===== config.mk =====
export PLATFORM = sky130hd
export DESIGN_NAME = sarc_rule_match
export DESIGN_NICKNAME = d
export VERILOG_FILES = /design/src/rtl/sarc_pkg.sv /design/src/rtl/sarc_rule_match.sv
export SDC_FILE = /design/constraint.sdc
export NUM_CORES = 1
export LEC_CHECK = 0
export BUFFER_PORTS_ARGS = -buffer_cell sky130_fd_sc_hd__buf_2
export CORE_AREA = 4 4 119 121
export DETAILED_ROUTE_END_ITERATION = 10
export DIE_AREA = 0 0 123 125
export MAX_ROUTING_LAYER = met4
export PLACE_DENSITY = 0.56
export SYNTH_ARGS = -nofsm -noshare
export SYNTH_HDL_FRONTEND = slang
export SYNTH_SLANG_ARGS = --single-unit
export TNS_END_PERCENT = 20

===== constraint.sdc =====
create_clock -name vclk -period 3.65
set_input_delay 0.1825 -clock vclk [all_inputs]
set_output_delay 0.1825 -clock vclk [all_outputs]
set_load 0.02 [all_outputs]

===== src/rtl/sarc_pkg.sv =====
`timescale 1ns / 1ps
// Shared types, codes and constants of the socket address rule checker.
// No dependencies; imported by every module of the block.
package sarc_pkg;

  // Default table depth, handed to the top level parameter
  localparam int MAX_RULES_DEF = 32;

  localparam logic [15:0] PORT_TOP = 16'hFFFF;

  // Stream widths
  localparam int IN_TDATA_W  = 176;
  localparam int IN_TUSER_W  = 1;
  localparam int OUT_TDATA_W = 8;
  localparam int CFG_W       = 16;

  // Input tdata field offsets, lowest bit first
  localparam int OFS_KIND  = 0;
  localparam int OFS_OP    = 1;
  localparam int OFS_STYPE = 3;
  localparam int OFS_FAM   = 5;
  localparam int OFS_HI    = 7;
  localparam int OFS_LO    = 71;
  localparam int OFS_PFST  = 135;
  localparam int OFS_PLST  = 151;
  localparam int OFS_HADDR = 167;
  localparam int OFS_UNIX  = 168;

  // Command codes
  localparam logic CMD_ADD   = 1'b0;
  localparam logic CMD_CHECK = 1'b1;

  // Operation codes
  localparam logic [1:0] ACC_BIND    = 2'd0;
  localparam logic [1:0] ACC_CONNECT = 2'd1;
  localparam logic [1:0] ACC_SENDMSG = 2'd2;
  localparam logic [1:0] ACC_RECVMSG = 2'd3;

  // Socket types
  localparam logic [1:0] STYPE_STREAM = 2'd0;
  localparam logic [1:0] STYPE_DGRAM  = 2'd1;

  // Address families
  localparam logic [1:0] FAM_IPV4 = 2'd0;
  localparam logic [1:0] FAM_IPV6 = 2'd1;
  localparam logic [1:0] FAM_UNIX = 2'd2;

  typedef enum logic [2:0] {
    ST_ALLOW  = 3'd0,
    ST_DENY   = 3'd1,
    ST_ADDED  = 3'd2,
    ST_BADFAM = 3'd3,
    ST_FULL   = 3'd4
  } status_t;

  typedef enum logic [1:0] {
    S_IDLE   = 2'd0,
    S_DECIDE = 2'd1,
    S_SCAN   = 2'd2,
    S_DONE   = 2'd3
  } state_t;

  typedef struct packed {
    logic wild_port;
    logic wild_addr;
    logic peer;
    logic v6;
  } rule_tags_t;

  // One stored rule, one memory word
  typedef struct packed {
    logic [63:0] addr_hi;
    logic [63:0] addr_lo;
    logic [15:0] port_last;
    logic [15:0] port_first;
    rule_tags_t  tags;
  } rule_entry_t;

  // Access being looked up
  typedef struct packed {
    logic        peer;
    logic        v6;
    logic [63:0] addr_hi;
    logic [63:0] addr_lo;
    logic [15:0] port;
  } lookup_key_t;

  typedef struct packed {
    logic        command;
    logic        rule_kind;
    logic [1:0]  operation;
    logic [1:0]  socket_type;
    logic [1:0]  addr_family;
    logic [63:0] address_high;
    logic [63:0] address_low;
    logic [15:0] port_first;
    logic [15:0] port_last;
    logic        has_address;
    logic        unix_name_matches;
  } item_t;

endpackage


===== src/rtl/sarc_rule_match.sv =====
`timescale 1ns / 1ps
// Compare of one stored rule against the access key: kind, family,
// address and port range, with the any-address and any-port tags. Uses sarc_pkg.
module sarc_rule_match (
  input  sarc_pkg::rule_entry_t entry,
  input  sarc_pkg::lookup_key_t key,
  output logic                  hit
);
  import sarc_pkg::*;

  logic kind_ok;
  logic fam_ok;
  logic addr_ok;
  logic port_ok;

  // Rule kind and family must agree
  assign kind_ok = (entry.tags.peer == key.peer);
  assign fam_ok  = (entry.tags.v6 == key.v6);

  // Address: exact 128-bit match unless the rule takes any address
  assign addr_ok = entry.tags.wild_addr ||
                   ((entry.addr_hi == key.addr_hi) && (entry.addr_lo == key.addr_lo));

  // Port: inside the range; a reversed range holds nothing
  assign port_ok = entry.tags.wild_port ||
                   ((key.port >= entry.port_first) && (key.port <= entry.port_last));

  assign hit = kind_ok && fam_ok && addr_ok && port_ok;

endmodule


==> impl_metrics.env, run 1 <==
export IMPL_crit_fanout=1
export IMPL_grt_pass1_vias=3121
export IMPL_seq_area_frac_synth_pct=0
export IMPL_layout_setup_ws_ps=1370
export IMPL_antenna_found_initial=3
export IMPL_die_w_um=123
export IMPL_crit_path_start="key[76]"
export IMPL_wl_per_cell_um=14.3
export IMPL_core_area_mm2=0.0131
export IMPL_tns_ps=0
export IMPL_grt_usage_pct=13.0
export IMPL_cts_hold_buffers=0
export IMPL_fin_nets=941
export IMPL_port_buffers=311
export IMPL_power_switching_mw=0.170
export IMPL_place_area_mm2=0.00398
export IMPL_hold_path_endpoint="hit"
export IMPL_fin_area_mm2=0.00398
export IMPL_drive_gt1_share_pct=52.3
export IMPL_pre_cts_slack_ps=1200
export IMPL_worstSetupPathType="primary input to primary output"
export IMPL_post_route_period_util_pct=62.5
export IMPL_vias_per_cell=3.88
export IMPL_clkPwrFrac_pct=0
export IMPL_min_path_type="primary input to primary output"
export IMPL_arrival_ps=2100
export IMPL_overflow=0
export IMPL_clock_buffers=0
export IMPL_dp_hpwl_um=10600
export IMPL_regArea_um2=0
export IMPL_fin_hold_ws_ps=780
export IMPL_synth_cells=286
export IMPL_grt_pass1_wl_um=15400
export IMPL_power_density_mw_per_mm2=96.9
export IMPL_final_util_pct=30.4
export IMPL_min_period_ps=2280
export IMPL_p_int_mw=0.216
export IMPL_dp_cells=773
export IMPL_worst_pin_slew_ps=496
export IMPL_hold_start="entry[0]"
export IMPL_setup_viol=0
export IMPL_wirelength_um=11100
export IMPL_status="complete, no violations"
export IMPL_syn_area_per_cell_um2=7.69
export IMPL_ys_warn_count=0
export IMPL_placementRows=42
export IMPL_min_path_cells=5
export IMPL_slew_violations=0
export IMPL_die_h_um=125
export IMPL_fmax_ghz=0.438
export IMPL_maxCapViolCount=0
export IMPL_slew_headroom_pct=66.7
export IMPL_place_congestion=0.927
export IMPL_cp_required_ps=3470
export IMPL_start_kind="primary input"
export IMPL_power_frac_comb_pct=100.0
export IMPL_syn_to_final_growth_pct=81.1
export IMPL_initial_core_util_pct=16.8
export IMPL_pin_count=311
export IMPL_rsz0062_at_grt="false"
export IMPL_drt_iter0_drc=67
export IMPL_dieArea_mm2=0.0154
export IMPL_firstDrtPassIters=4
export IMPL_layout_common_cells="buf_2, xor2_1, nor4_1"
export IMPL_synth_nets=628
export IMPL_layout_commonest_cell="buf_2"
export IMPL_switching_share_pct=44.0
export IMPL_post_cts_resized=0
export IMPL_netlist_area_mm2=0.00220
export IMPL_finalHoldViolCount=0
export IMPL_peakVddDrop_uv=42.1
export IMPL_fin_cells=776
export IMPL_power_leakage_nw=2.29
export IMPL_vias=3007
export IMPL_ant_nets=0
export IMPL_setup_worst_path_end_class="primary output"
export IMPL_seq_cells=0
export IMPL_ys_types=20
export IMPL_cts_setup_buffers=0
export IMPL_grt_max_degree=5
export IMPL_power_mw=0.386
export IMPL_drc=0
export IMPL_pwr_share_seq_pct=0
==> area by class of cell <==
cell class                 count  area (um2)
timing repair buffer         311        1560
multi-input combinational    255        2080
fill                        1462        9100
inverter                      31         116
tap                          176         220
antenna                        3        7.51
==> worst max-delay path, cell delays in order <==
cell	delay, ps
buf_2	100
xor2_1	150
nor4_1	430
nand4_1	150
nor4_1	510
a21oi_1	140
nor4_2	220
buf_2	210
==> power by group through the flow <==
stage / sequential [mW] / clock, mW / combinational, mW
finish: 0 / 0.000000110 / 0.386
global route: 0 / 0.000000110 / 0.435
CTS: 0 / 0 / 0.392
floorplan: 0 / 0 / 0.162
detailed placement: 0 / 0 / 0.388
global placement: 0 / 0 / 0.387
==> cells by family after synthesis <==
| family | count (synthesis) | synth area share [%] |
|---|---|---|
| buffers and inverters | 31 | 5.29 |
| AND/OR/NAND/NOR | 67 | 17.8 |
| XOR/XNOR | 130 | 51.8 |
| adder cells (fa/ha/maj) | 32 | 18.2 |
| AO/OA/AOI/OAI | 26 | 6.94 |
==> how the worst max path moves through the flow <==
stage	endpoint	slack, ps
floorplan	hit	1800
global placement	hit	1220
detailed placement	hit	1200
CTS	hit	1190
global route	hit	1170
finish	hit	1370
==> synthesized netlist by cell type (2+ instances only) <==
master / number / area (um2)
xnor2_1: 2 / 17.5
nand3_1: 2 / 10.0
nor4_1: 35 / 219
nand4_1: 14 / 87.6
o21ai_0: 3 / 15.0
a211oi_1: 3 / 22.5
a21oi_1: 15 / 75.1
nor2b_1: 2 / 12.5
inv_1: 31 / 116
nor2_1: 5 / 18.8
xor2_1: 128 / 1120
nand2_1: 7 / 26.3
ha_1: 32 / 400
==> metal layers <==
layer | wire [um] | vias up | track usage (%)
met1 | 4290 | 1249 | 15.0
met2 | 5790 | 131 | 24.7
met3 | 977 | 2 | 1.04
met4 | 37 | 0 | 1.56
met5 | 0 | - | -
li1 | - | 1625 | -
No activity file was read; power rests on OpenSTA's default activity.
==> run 2: changes to the inputs <==
--- a/config.mk
+++ b/config.mk
@@ -10,7 +10,7 @@
 export DETAILED_ROUTE_END_ITERATION = 10
 export DIE_AREA = 0 0 123 125
 export MAX_ROUTING_LAYER = met4
-export PLACE_DENSITY = 0.56
+export PLACE_DENSITY = 0.58
 export SYNTH_ARGS = -nofsm -noshare
 export SYNTH_HDL_FRONTEND = slang
 export SYNTH_SLANG_ARGS = --single-unit
==> constraint.sdc (replaced) <==
create_clock -name vclk -period 1.9
set_input_delay 0.095 -clock vclk [all_inputs]
set_output_delay 0.095 -clock vclk [all_outputs]
set_load 0.02 [all_outputs]
==> run 2 against run 1 <==
Largest cell class unchanged. Core utilization grew 1.2 points. Non-clock buffer count grew 10. Sequential cell count is the same.
==> impl_metrics.env, run 2 (same netlist as run 1, synthesis figures left out) <==
export IMPL_pwr_share_seq_pct=0
export IMPL_fmax_ghz=0.545
export IMPL_slew_violations=0
export IMPL_worst_pin_slew_ps=373
export IMPL_cts_hold_buffers=0
export IMPL_drive_gt1_share_pct=55.0
export IMPL_drc=0
export IMPL_grt_usage_pct=13.4
export IMPL_min_path_cells=4
export IMPL_placementRows=42
export IMPL_hold_start="entry[2]"
export IMPL_syn_to_final_growth_pct=88.2
export IMPL_dieArea_mm2=0.0154
export IMPL_setup_worst_path_end_class="primary output"
export IMPL_finalHoldViolCount=0
export IMPL_peakVddDrop_uv=99.6
export IMPL_die_w_um=123
export IMPL_grt_max_degree=4
export IMPL_clkPwrFrac_pct=0
export IMPL_firstDrtPassIters=4
export IMPL_slew_headroom_pct=74.5
export IMPL_vias_per_cell=3.92
export IMPL_cp_required_ps=1800
export IMPL_fin_nets=951
export IMPL_drt_iter0_drc=49
export IMPL_port_buffers=311
export IMPL_start_kind="primary input"
export IMPL_crit_fanout=1
export IMPL_layout_commonest_cell="buf_2"
export IMPL_power_switching_mw=0.347
export IMPL_place_area_mm2=0.00405
export IMPL_switching_share_pct=44.3
export IMPL_power_leakage_nw=2.35
export IMPL_min_path_type="primary input to primary output"
export IMPL_power_frac_comb_pct=100.0
export IMPL_wirelength_um=11200
export IMPL_pin_count=311
export IMPL_rsz0062_at_grt="true"
export IMPL_layout_common_cells="buf_2, xor2_1, ha_1"
export IMPL_final_util_pct=31.6
export IMPL_arrival_ps=1740
export IMPL_fin_area_mm2=0.00414
export IMPL_crit_path_start="key[29]"
export IMPL_fillers=1430
export IMPL_overflow=0
export IMPL_wl_per_cell_um=14.3
export IMPL_dp_hpwl_um=10500
export IMPL_ant_nets=0
export IMPL_status="complete, no violations"
export IMPL_setup_viol=0
export IMPL_clock_buffers=0
export IMPL_p_int_mw=0.437
export IMPL_regArea_um2=0
export IMPL_post_route_period_util_pct=96.6
export IMPL_min_period_ps=1840
export IMPL_place_congestion=0.962
export IMPL_power_density_mw_per_mm2=189
export IMPL_initial_core_util_pct=16.8
export IMPL_core_area_mm2=0.0131
export IMPL_vias=3072
export IMPL_grt_pass1_vias=3379
export IMPL_hold_path_endpoint="hit"
export IMPL_maxCapViolCount=0
export IMPL_die_h_um=125
export IMPL_worstSetupPathType="primary input to primary output"
export IMPL_antenna_found_initial=1
export IMPL_seq_cells=0
export IMPL_grt_pass1_wl_um=16100
[run 2: timing repair]
item	in CTS	in global routing
pin swaps	8	1
endpoints found under the setup margin	1	1
setup buffers	0	0
gates resized for setup	12	3
[run 2: layer usage]
| layer | GRT usage, % | vias to the layer above | wire length [um] |
|---|---|---|---|
| met1 | 14.7 | 1267 | 4110 |
| met3 | 1.90 | 14 | 1090 |
| met2 | 25.7 | 149 | 5790 |
| met5 | - | - | 0 |
| met4 | 1.82 | 0 | 197 |
| li1 | - | 1642 | - |
[run 2: how the worst max path moves through the flow]
stage          endpoint  slack [ps]
2_1_floorplan       hit         220
3_3_place_gp        hit        -250
3_5_place_dp        hit        -240
4_1_cts             hit           6
5_1_grt             hit        -120
6_report            hit          60
[run 2: critical path, stage by stage]
cell	delay (ps)
buf_2	100
xor2_1	170
nor4_2	310
buf_4	160
nand4_1	100
nor4_2	260
buf_4	160
a21oi_2	50
nor4_2	140
buf_4	190
[run 2: power groups by stage]
| stage | Clock [mW] | Combinational [mW] | Sequential [mW] |
|---|---|---|---|
| after floorplan | 0 | 0.311 | 0 |
| after global placement | 0 | 0.761 | 0 |
| after detailed placement | 0 | 0.763 | 0 |
| after CTS | 0 | 0.785 | 0 |
| after global routing | 0.0000000703 | 0.882 | 0 |
| final | 0.0000000703 | 0.784 | 0 |
[run 2: metrics by stage]
| step | total power, mW | setup TNS, ps | worst slack, ps | hold WS, ps | std cells |
|---|---|---|---|---|---|
| 2_1_floorplan | 0.311 | 0 | 221 | 350 | 286 |
| 3_3_place_gp | 0.761 | -254 | -254 | 621 | 783 |
| 3_5_place_dp | 0.763 | -239 | -239 | 623 | 783 |
| 4_1_cts | 0.785 | 0 | 6.20 | 613 | 783 |
| 5_1_grt | 0.882 | -116 | -116 | 626 | 784 |
| 6_report | 0.784 | 0 | 64.9 | 603 | 784 |
[run 2: area by class of cell]
| type | instances | area, um2 | area share, % |
|---|---|---|---|
| multi-input cells | 255 | 2150 | 52.0 |
| repair buffers | 321 | 1650 | 39.8 |
| well taps | 176 | 220 | 5.32 |
| inverters | 31 | 116 | 2.81 |
| diodes | 1 | 2.50 | 0.0604 |
